File: config.mk
export PLATFORM = sky130hd
export DESIGN_NAME = anft_ctrl
export DESIGN_NICKNAME = d
export VERILOG_FILES = /design/src/design/anft_pkg.sv /design/src/design/anft_ctrl.sv
export SDC_FILE = /design/constraint.sdc
export NUM_CORES = 1
export LEC_CHECK = 0
export BUFFER_PORTS_ARGS = -buffer_cell sky130_fd_sc_hd__clkbuf_2
export CORE_ASPECT_RATIO = 1.75
export CORE_MARGIN = 2
export CORE_UTILIZATION = 40
export CTS_BUF_LIST = sky130_fd_sc_hd__clkbuf_8
export CTS_CLUSTER_DIAMETER = 150
export CTS_CLUSTER_SIZE = 8
export DETAILED_ROUTE_END_ITERATION = 12
export SLEW_MARGIN = 25
export SYNTH_ARGS = -nofsm -noshare
export SYNTH_HDL_FRONTEND = slang
export SYNTH_SLANG_ARGS = --single-unit
export TNS_END_PERCENT = 10
File: constraint.sdc
create_clock -name clk -period 2.1 [get_ports clk]
set_input_delay 0.42 -clock clk [delete_from_list [all_inputs] [get_ports clk]]
set_output_delay 0.42 -clock clk [all_outputs]
set_load 0.02 [all_outputs]
File: src/design/anft_pkg.sv
package anft_pkg;

  localparam int unsigned PI_Q14 = 51472;
  localparam longint unsigned PI_Q30 = 64'd3373259426;
  localparam longint unsigned Q30_ONE = 64'd1073741824;
  localparam logic [15:0] ANGLE_RST = 16'd25736;

  // Configuration register indexes
  localparam logic [1:0] CFG_STEP_SIZE = 2'd0;
  localparam logic [1:0] CFG_INIT_ANGLE = 2'd1;
  localparam logic [1:0] CFG_POLE_RADIUS = 2'd2;

  typedef enum logic [2:0] {
    ST_IDLE, ST_PREP, ST_DIV, ST_TRIG, ST_MAC, ST_DRAIN, ST_OUT
  } state_t;

  typedef enum logic [4:0] {
    OP_NOP, OP_LOAD, OP_RC, OP_RR, OP_RS, OP_CX, OP_RCY, OP_RRY, OP_SX,
    OP_RSY, OP_RCG, OP_RRG, OP_ROUND, OP_MG, OP_YLO, OP_YHI, OP_ANGLE
  } op_t;

  localparam int PC_W = 5;
  localparam logic [PC_W-1:0] PROG_LAST = 5'd17;

  typedef struct packed {
    logic capture;
    logic div_load;
    logic div_step;
    logic trig_load;
    op_t  op;
    logic out_load;
  } ctrl_cmd_t;

  // Micro-program of the shared multiplier; NOP steps wait for the ROUND and MG results
  function automatic op_t op_at(input logic [PC_W-1:0] pc);
    op_t op;
    unique case (pc)
      5'd0:    op = OP_LOAD;
      5'd1:    op = OP_RC;
      5'd2:    op = OP_RR;
      5'd3:    op = OP_RS;
      5'd4:    op = OP_CX;
      5'd5:    op = OP_RCY;
      5'd6:    op = OP_RRY;
      5'd7:    op = OP_SX;
      5'd8:    op = OP_RSY;
      5'd9:    op = OP_RCG;
      5'd10:   op = OP_RRG;
      5'd11:   op = OP_ROUND;
      5'd13:   op = OP_MG;
      5'd15:   op = OP_YLO;
      5'd16:   op = OP_YHI;
      5'd17:   op = OP_ANGLE;
      default: op = OP_NOP;
    endcase
    return op;
  endfunction

  // Sine of pi*k/2^tbits in Q1.15 by a Q30 Taylor series, rounded half up
  function automatic logic [15:0] sin_q15(input int unsigned k, input int unsigned tbits);
    longint unsigned x;
    longint unsigned x2;
    longint unsigned t;
    longint unsigned q;
    x = (PI_Q30 * longint'(k) + ((64'd1 << tbits) >> 1)) >> tbits;
    x2 = (x * x) >> 30;
    t = Q30_ONE;
    for (int i = 0; i < 6; i++) begin
      q = (x2 * t) >> 30;
      unique case (i)
        0:       q = q / 156;
        1:       q = q / 110;
        2:       q = q / 72;
        3:       q = q / 42;
        4:       q = q / 20;
        default: q = q / 6;
      endcase
      t = Q30_ONE - q;
    end
    return 16'((((x * t) >> 30) + 64'd16384) >> 15);
  endfunction

endpackage

File: src/design/anft_ctrl.sv
module anft_ctrl (
  input  logic                 clk,
  input  logic                 rst_n,
  input  logic                 in_valid,
  output logic                 in_stall,
  output logic                 out_valid,
  input  logic                 out_stall,
  output anft_pkg::ctrl_cmd_t  cmd
);
  import anft_pkg::*;

  localparam int CNT_W = 1;
  localparam logic [CNT_W-1:0] CNT_LAST = CNT_W'(1);

  state_t           state_r, state_nxt;
  logic [CNT_W-1:0] cnt_r, cnt_nxt;
  logic [PC_W-1:0]  pc_r, pc_nxt;
  logic             out_valid_r, out_valid_nxt;

  // State and counters
  always_ff @(posedge clk) begin
    if (!rst_n) begin
      state_r     <= ST_IDLE;
      cnt_r       <= '0;
      pc_r        <= '0;
      out_valid_r <= 1'b0;
    end else begin
      state_r     <= state_nxt;
      cnt_r       <= cnt_nxt;
      pc_r        <= pc_nxt;
      out_valid_r <= out_valid_nxt;
    end
  end

  // Sequence one transaction through divide, lookup, multiply and output
  always_comb begin
    state_nxt     = state_r;
    cnt_nxt       = cnt_r;
    pc_nxt        = pc_r;
    out_valid_nxt = out_valid_r && out_stall;
    cmd           = '{capture: 1'b0, div_load: 1'b0, div_step: 1'b0,
                      trig_load: 1'b0, op: OP_NOP, out_load: 1'b0};
    unique case (state_r)
      ST_IDLE: begin
        if (in_valid) begin
          cmd.capture = 1'b1;
          state_nxt   = ST_PREP;
        end
      end
      ST_PREP: begin
        cmd.div_load = 1'b1;
        cnt_nxt      = '0;
        state_nxt    = ST_DIV;
      end
      ST_DIV: begin
        cmd.div_step = 1'b1;
        cnt_nxt      = cnt_r + 1'b1;
        if (cnt_r == CNT_LAST) state_nxt = ST_TRIG;
      end
      ST_TRIG: begin
        cmd.trig_load = 1'b1;
        pc_nxt        = '0;
        state_nxt     = ST_MAC;
      end
      ST_MAC: begin
        cmd.op = op_at(pc_r);
        pc_nxt = pc_r + 1'b1;
        if (pc_r == PROG_LAST) state_nxt = ST_DRAIN;
      end
      ST_DRAIN: begin
        state_nxt = ST_OUT;
      end
      ST_OUT: begin
        if (!out_valid_r || !out_stall) begin
          cmd.out_load  = 1'b1;
          out_valid_nxt = 1'b1;
          state_nxt     = ST_IDLE;
        end
      end
      default: state_nxt = ST_IDLE;
    endcase
  end

  assign in_stall  = (state_r != ST_IDLE);
  assign out_valid = out_valid_r;

endmodule

==> out/summary.txt, run 1 <==
1st-pass router iterations: 4
Tot Pwr: 0.636 mW
Inst Count DP: 148
Hold WS: 0.426 ns
Syn nets: 112
Root buffer cell: clkbuf_8
Post-Route WL: 2010 um
HPWL Detailed: 1620 um
Synth warn: 0
Minimum clock period: 1.99 ns
Fin. max-slew vios: 0
Initial antenna violation count: 0
Clock buffer depth: 2
Total GRT Usage: 16.2%
Maxcap violations: 0
Die Wd: 40.8 um
Largest net degree at the start of global routing: 14
Reg-to-reg setup timing slack: 0.11 ns
Antenna diodes: 0
CP Class: reg2reg
Via count: 840
Hold path endpoint: out_valid$_SDFF_PN0_
Vias in the first global route: 735
DRC Markers: 0
Layout cells sized above 1: 34.4%
Post-Syn Area per Cell: 9.27 um^2
Mapped Cells: 102
Achievable frequency: 502 MHz
GR Overflow Total: 0
Pwr Density: 540 nW/um^2
Status: finished, final reports clean
Vias per inst: 5.49
Sum of negative setup slack: 0 ns
R2R cell count: 8
GPL Wtd Cong: 0.744
Clock slew at reported path FFs: 0.06 ns
Die area: 2790 um^2
Filler instances: 222
First-pass GRT wire length: 3010 um
Crit-path max cell delay: 0.41 ns
Required time of the critical path: 2.25 ns
Worst-path cell chain: buf_6 > nand2_1 > a21oi_1 > a211oi_2 > ha_2 > inv_1 > o31a_1 > a32o_1
Cell Area, Synth: 946 um^2
CP endpoint kind: flip-flop
TritonCTS clock tree: done
RSZ-0062 raised after global routing: false
Cell area after layout: 1180 um^2
Min-Delay Startpoint: out_stall
Area delta synth->final: 24.6%
Worst hold path cell count: 3
Die Y: 68.3 um
Num rows: 23
Worst Tran Pin Value: 0.407 ns
Number of port buffers: 15
Cts bufs inserted: 3
Area occupied by multi-input gates: 593 um^2
Fin Clk Skew: 0.00303 ns
Post-layout nets: 139
Slowest cell on crit path: a211oi_2
Hold Fails Final Rpt: 0
Cell Area, Placed: 1110 um^2
CTS H-tree lvls: 1
Synth cell types: 42
Post-DR wirelength/cell: 13.2 um
Core Area: 2270 um^2
Starting Density: 41.6%
Worst-path fanout max: 13
Clk sink count: 15
Hold-fix buffers, CTS: 0
Initial DRC count: 9
Worst reg2reg path startpoint: state_r[1]$_SDFFE_PN0P_
Max IR drop VDD: 0.323 mV
Hold crit path type: in2reg
Crit path launch type: flip-flop
Fin crit share: 94.8%
DRT antenna net count: 0
Worst-skew pair later-pin latency: 0.25 ns
Fin cells: 153
Seq. cell area: 302 um^2
Boundary Pins: 16
Standby leakage power: 0.522 nW
Rel. slew slack: 72.8%
Crit path from: state_r[1]$_SDFFE_PN0P_
Endpoints failing setup: 0
Register area share after synthesis: 31.7%
CP arrival: 2.14 ns
Flops & latches, synth: 15
cell families after synthesis:
kind of cell             share of synthesized area (%)
multiplexers                                      3.44
AO/OA/AOI/OAI                                     23.9
buffers and inverters                             6.35
AND/OR/NAND/NOR                                   26.6
adder cells (fa/ha/maj)                           7.94
flip-flops                                        31.7
worst max-delay path by stage:
stage               slack, ns  depth (start not counted)        end
floorplan                0.07                          8  flip-flop
global placement         0.12                          8  flip-flop
detailed placement       0.11                          8  flip-flop
CTS                       0.1                          8  flip-flop
global route           0.0003                          8  flip-flop
finish                   0.11                          8  flip-flop
metal layers:
layer / wire length, um / part of all wire [%] / vias up / track usage [%]
met1: 781 / 39 / 396 / 14.4
met5: 0 / 0 / - / 0
li1: - / - / 420 / -
met3: 65 / 3.2 / 5 / 2.92
met2: 1120 / 56 / 19 / 31.0
met4: 41 / 2.0 / 0 / 8.75
per-stage QoR:
step | utilization, % | worst slack [ns]
finish | 51.8 | 0.110
global route | 51.8 | 0.000254
CTS | 51.0 | 0.0966
detailed placement | 49.0 | 0.109
global placement | 49.0 | 0.125
floorplan | - | 0.0711
synthesized netlist by cell type:
| cell type | n | area, um^2 |
|---|---|---|
| o21ai_1 | 3 | 15.0 |
| a21boi_0 | 1 | 7.51 |
| dfxtp_1 | 15 | 300 |
| a21o_1 | 1 | 7.51 |
| o2bb2ai_1 | 1 | 8.76 |
| nor2b_1 | 1 | 6.26 |
| a211oi_2 | 1 | 12.5 |
| nor3_2 | 1 | 10.0 |
| nor3b_1 | 3 | 22.5 |
| or3_4 | 1 | 11.3 |
| o211ai_2 | 1 | 12.5 |
| nor2_1 | 3 | 11.3 |
| nand2b_1 | 2 | 12.5 |
| a211o_1 | 1 | 8.76 |
| mux2i_1 | 1 | 10.0 |
| o211a_1 | 2 | 20.0 |
| a21oi_1 | 3 | 15.0 |
| nor3_1 | 3 | 15.0 |
| o31a_1 | 1 | 8.76 |
| and4b_1 | 1 | 10.0 |
| o221a_1 | 1 | 11.3 |
| a211oi_1 | 2 | 15.0 |
| o21ai_0 | 1 | 5.00 |
| and2_1 | 5 | 31.3 |
| clkbuf_1 | 1 | 3.75 |
| inv_1 | 10 | 37.5 |
| a21boi_4 | 1 | 18.8 |
| nand2_1 | 9 | 33.8 |
| ha_1 | 6 | 75.1 |
| nand4bb_4 | 1 | 27.5 |
| buf_2 | 3 | 15.0 |
| or2_2 | 1 | 6.26 |
| o21bai_1 | 1 | 7.51 |
| nor3b_2 | 2 | 25.0 |
| a21boi_1 | 1 | 7.51 |
| o22ai_1 | 1 | 6.26 |
| or3_1 | 1 | 6.26 |
| mux4_2 | 1 | 22.5 |
| inv_2 | 1 | 3.75 |
| a32o_1 | 3 | 30.0 |
| nand3b_1 | 3 | 22.5 |
| a32oi_1 | 1 | 8.76 |
worst max-delay path, delay by kind of cell, from the launching register on:
family | cells | cell delay [ns]
simple gates | 1 | 0.08
fa+ha+maj | 1 | 0.25
buf+inv | 2 | 0.18
flops | 1 | 0.34
compound gates | 4 | 1.03
layout by cell type, fill, tap and decap left out, types with 2 or more instances in the layout:
| cell type | n |
|---|---|
| inv_1 | 10 |
| buf_4 | 9 |
| a21oi_1 | 3 |
| nor3b_1 | 3 |
| nand3b_1 | 3 |
| nor3b_2 | 2 |
| and2_1 | 5 |
| clkbuf_8 | 3 |
| nand2b_1 | 2 |
| o21ai_1 | 3 |
| nand2_1 | 9 |
| clkbuf_2 | 15 |
| ha_1 | 5 |
| a211oi_2 | 2 |
| buf_6 | 2 |
| nor3_1 | 3 |
| o211a_1 | 2 |
| nor2_1 | 3 |
| dfxtp_1 | 14 |
| a32o_1 | 3 |
layout make-up:
cell class | instances | area share, %
multi-input combinational | 72 | 50.3
sequential | 15 | 25.6
timing repair buffer | 26 | 14.0
clock buffer | 3 | 3.50
inverter | 11 | 3.50
tap | 25 | 2.65
clock inverter | 1 | 0.425
timing repair:
| action | CTS | global route |
|---|---|---|
| endpoints found under the hold margin | 0 | 0 |
| gates resized for setup | 0 | 4 |
| setup buffers | 0 | 1 |
| setup endpoints to repair | 0 | 2 |
report_power, final:
part	internal, mW	total (mW)	switching [mW]	leakage, nW
sequential	0.292	0.299	0.00665	0.122
clock	0.132	0.239	0.108	0.0255
combinational	0.0428	0.0974	0.0546	0.375
total	0.467	0.636	0.169	0.522
Note: power is estimated with default switching activity, not from simulation.
==> run 2, diff against run 1 <==
--- a/config.mk
+++ b/config.mk
@@ -13,6 +13,7 @@
 export CTS_CLUSTER_DIAMETER = 150
 export CTS_CLUSTER_SIZE = 8
 export DETAILED_ROUTE_END_ITERATION = 12
+export MAX_ROUTING_LAYER = met4
 export SLEW_MARGIN = 25
 export SYNTH_ARGS = -nofsm -noshare
 export SYNTH_HDL_FRONTEND = slang
==> run 2 against run 1 <==
Count of clock-buffer cells in the layout unchanged. Clock power hardly changed. Largest cell class unchanged. Wire length stayed put. Cell count is the same. Combinational power is essentially flat. Non-clock buffer count is the same. Utilization stayed put.
==> out/summary.txt, run 2 (same netlist as run 1, synthesis figures left out) <==
Endpoints failing setup: 0
Worst-path fanout max: 13
CP Class: reg2reg
Hold WS: 0.426 ns
Max IR drop VDD: 0.323 mV
Clock buffer depth: 2
Total GRT Usage: 16.6%
Fin. max-slew vios: 0
Antenna diodes: 0
Root buffer cell: clkbuf_8
Rel. slew slack: 72.8%
Num rows: 23
Pre-CTS WS: 0.109 ns
Core Area: 2270 um^2
Setup ws final: 0.110 ns
Standby leakage power: 0.522 nW
Worst-skew pair later-pin latency: 0.25 ns
Starting Density: 41.6%
GPL Wtd Cong: 0.753
Filler instances: 222
Fin crit share: 94.8%
Post-DR wirelength/cell: 13.2 um
Required time of the critical path: 2.25 ns
Area occupied by multi-input gates: 593 um^2
Fin Clk Skew: 0.00305 ns
GR Overflow Total: 0
CP arrival: 2.14 ns
CTS H-tree lvls: 1
DRT antenna net count: 0
Boundary Pins: 16
Die area: 2790 um^2
Initial DRC count: 12
Cts bufs inserted: 3
Vias per inst: 5.49
Final core utilization: 51.8%
Highest-count cells in the layout ignoring fill and taps: 15 x clkbuf_2, 14 x dfxtp_1, 10 x inv_1, 9 x nand2_1, 9 x buf_4
Worst Tran Pin Value: 0.407 ns
Hold-fix buffers, CTS: 0
DRC Markers: 0
Most common cell after layout, fill and taps aside: clkbuf_2
Layout cells sized above 1: 34.4%
Area delta synth->final: 24.6%
Achievable frequency: 502 MHz
Pwr Density: 540 nW/um^2
Maxcap violations: 0
Minimum clock period: 1.99 ns
Die Y: 68.3 um
First-pass GRT wire length: 3010 um
Number of port buffers: 15
TritonCTS clock tree: done
Sum of negative setup slack: 0 ns
Inst Count DP: 148
Clock slew at reported path FFs: 0.06 ns
Vias in the first global route: 735
Largest net degree at the start of global routing: 14
Seq. cell area: 302 um^2
Initial antenna violation count: 0
Fin cells: 153
Via count: 840
CP endpoint kind: flip-flop
1st-pass router iterations: 4
Post-layout nets: 139
Status: finished, final reports clean
Post-Route WL: 2010 um
Crit path launch type: flip-flop
Hold Fails Final Rpt: 0
RSZ-0062 raised after global routing: false
Die Wd: 40.8 um
Hold crit path type: in2reg
HPWL Detailed: 1620 um
Clk sink count: 15
==> run 2: metrics by stage <==
| step | total power [mW] | instance area, um^2 |
|---|---|---|
| after floorplan | 0.369 | 951 |
| after global placement | 0.398 | 1110 |
| after detailed placement | 0.400 | 1110 |
| after CTS | 0.637 | 1160 |
| after global routing | 0.664 | 1180 |
| final | 0.636 | 1180 |
==> run 2: repair_timing <==
action,CTS,global route
endpoints found under the setup margin,0,2
hold endpoints to repair,0,0
buffers inserted,0,1
gates resized for setup,0,4
==> run 2: power by group <==
part / internal [mW] / switching (mW) / leakage [nW] / total, mW
registers: 0.292 / 0.00665 / 0.122 / 0.299
clock network: 0.132 / 0.108 / 0.0255 / 0.239
logic: 0.0428 / 0.0546 / 0.375 / 0.0974
total: 0.467 / 0.169 / 0.522 / 0.636
==> run 2: cell type report <==
type	count	area share [%]
clock buffers	3	3.50
well taps	25	2.65
inverters	11	3.50
repair buffers	26	14.0
multi-input cells	72	50.3
clock inverters	1	0.425
flip-flops and latches	15	25.6
==> run 2: path summary, 6_finish.rpt <==
kind	startpoint	endpoint	slack, ns	cells after the start
worst min-delay path	out_stall	out_valid$_SDFF_PN0_	0.43	3
worst max-delay path	state_r[1]$_SDFFE_PN0P_	flip-flop	0.11	8
worst max register to register	state_r[1]$_SDFFE_PN0P_	flip-flop	0.11	8
worst min register to register	out_valid$_SDFF_PN0_	out_valid$_SDFF_PN0_	0.50	2
==> run 2: layer usage <==
layer / GRT usage (%) / vias up / part of all wire, %
met4: 8.75 / 0 / 2.0
li1: - / 420 / -
met1: 14.4 / 396 / 39
met5: - / - / 0
met2: 31.0 / 19 / 56
met3: 2.92 / 5 / 3.2
==> run 2: critical path, stage by stage, from the launching register on <==
cell and delay, ns:
dfxtp_2 0.34, buf_6 0.14, nand2_1 0.08, a21oi_1 0.09, a211oi_2 0.41, ha_2 0.25
inv_1 0.04, o31a_1 0.28, a32o_1 0.25
==> run 3, diff against run 2 <==
--- a/config.mk
+++ b/config.mk
@@ -6,7 +6,7 @@
 export NUM_CORES = 1
 export LEC_CHECK = 0
 export BUFFER_PORTS_ARGS = -buffer_cell sky130_fd_sc_hd__clkbuf_2
-export CORE_ASPECT_RATIO = 1.75
+export CORE_ASPECT_RATIO = 1.25
 export CORE_MARGIN = 2
 export CORE_UTILIZATION = 40
 export CTS_BUF_LIST = sky130_fd_sc_hd__clkbuf_8
==> run 3 against run 2 <==
Cell count is 5.2% higher. Utilization is 2.0 points higher. Hold slack better by 0.017 ns. Setup slack better by 0.048 ns. Via count is 4.8% lower. Global-route usage is 1.3 points higher. Critical path type unchanged. Largest cell class unchanged.
==> out/summary.txt, run 3 (same netlist as run 1, synthesis figures left out) <==
Crit path from: state_r[0]$_SDFFE_PN0P_
Total GRT Usage: 17.9%
Pwr Density: 532 nW/um^2
Reg-to-reg setup timing slack: 0.16 ns
RSZ-0062 raised after global routing: false
Area delta synth->final: 25.9%
Buf/Inv on CP: 2
Worst reg2reg path startpoint: state_r[0]$_SDFFE_PN0P_
Number of port buffers: 15
Hold Fails Final Rpt: 0
CP endpoint kind: flip-flop
Die Y: 58.4 um
CP most frequent cell: inv_1
Cts bufs inserted: 3
Hold crit path type: in2reg
Maxcap violations: 0
Worst Tran Pin Value: 0.350 ns
Status: finished, final reports clean
CP Class: reg2reg
Grt peak-use layer: met2
Clk sink count: 15
Rel. slew slack: 76.7%
Standby leakage power: 0.536 nW
Met3 global-route usage: 4.60%
Worst-skew pair later-pin latency: 0.25 ns
Layout cells sized above 1: 34.6%
Seq. cell area: 302 um^2
Crit-path max cell delay: 0.33 ns
Crit path launch type: flip-flop
Die area: 2770 um^2
Antenna diodes: 0
Vias in the first global route: 759
Boundary Pins: 16
CP arrival: 2.08 ns
TritonCTS clock tree: done
PostCTS Resize Cnt: 0
Vias per inst: 4.97
Final core utilization: 53.9%
Highest-count cells in the layout ignoring fill and taps: 15 x clkbuf_2, 14 x dfxtp_1, 13 x buf_4, 10 x inv_1, 9 x nand2_1
Clock buffer depth: 2
Root buffer cell: clkbuf_8
Endpoints failing setup: 0
GR Overflow Total: 0
GPL Wtd Cong: 0.776
CTS H-tree lvls: 1
Post-DR wirelength/cell: 12.1 um
Area occupied by multi-input gates: 591 um^2
Worst-path cell chain: nor3b_2 > mux2i_1 > nand2_1 > inv_1 > ha_1 > inv_1 > o31a_1 > a32o_1
Die Wd: 47.5 um
First-pass GRT wire length: 3350 um
Post-Route WL: 1950 um
WP depth: 8
Fin. max-slew vios: 0
1st-pass router iterations: 3
Max IR drop VDD: 0.506 mV
Required time of the critical path: 2.24 ns
Initial DRC count: 2
Met1 Track Usage GR: 21.8%
Fin Clk Skew: 0.00280 ns
Core Area: 2210 um^2
DRC Markers: 0
Starting Density: 42.8%
Achievable frequency: 515 MHz
Fin crit share: 92.5%
Crit path max-delay family: compound AO/OA/AOI/OAI gates
Minimum clock period: 1.94 ns
R2R cell count: 8
Worst-path fanout max: 3
Post-CTS Setup Repair Bufs: 0
Clock slew at reported path FFs: 0.07 ns
Filler instances: 217
Post-layout nets: 141
Largest net degree at the start of global routing: 13
Num rows: 19
HPWL Detailed: 1550 um
Most common cell after layout, fill and taps aside: clkbuf_2
Initial antenna violation count: 0
DRT antenna net count: 0
M2 GR Usage: 26.8%
Slowest cell on crit path: dfxtp_1
Sum of negative setup slack: 0 ns
Via count: 800
Hold-fix buffers, CTS: 0
-- run 3: final cells by class --
| cell class | count | share of cell area, % |
|---|---|---|
| Sequential cell | 15 | 25.3 |
| Multi-Input combinational cell | 72 | 49.6 |
| Clock inverter | 1 | 0.420 |
| Timing Repair Buffer | 28 | 14.5 |
| Inverter | 11 | 3.47 |
| Tap cell | 31 | 3.26 |
| Clock buffer | 3 | 3.47 |
-- run 3: worst min-delay path: stages --
cell and delay [ns]:
clkbuf_2 0.09, nand2_1 0.07, a21boi_1 0.06
-- run 3: worst min-delay path by stage --
stage                          from                    to  slack (ns)  cells after the start
2_1_floorplan    cnt_r$_SDFFE_PN0P_    cnt_r$_SDFFE_PN0P_        0.51                      3
3_3_place_gp   out_valid$_SDFF_PN0_  out_valid$_SDFF_PN0_        0.50                      2
3_5_place_dp   out_valid$_SDFF_PN0_  out_valid$_SDFF_PN0_        0.51                      2
4_1_cts                   out_stall  out_valid$_SDFF_PN0_        0.44                      3
5_1_grt                   out_stall  out_valid$_SDFF_PN0_        0.45                      3
6_report                  out_stall  out_valid$_SDFF_PN0_        0.44                      3
-- run 3: power by group --
group          switching, mW  internal, mW
logic                 0.0544        0.0453
registers            0.00518         0.292
clock network          0.106         0.131
-- run 3: layer usage --
metal	vias to the layer above	share of wire [%]
li1	422	-
met1	365	45
met2	9	52
met3	4	1.4
met4	0	1.5
met5	-	0
-- run 3: through the flow --
stage                     instances  worst slack [ns]  cell area, um^2  hold WS (ns)  power, mW
after detailed placement        157             0.138             1140         0.510      0.404
final                           161             0.158             1190         0.444      0.634
after floorplan                 102            0.0711              951         0.515      0.369
after CTS                       161             0.125             1190         0.443      0.640
after global placement          157             0.138             1140         0.499      0.403
after global routing            161           0.00524             1190         0.454      0.675
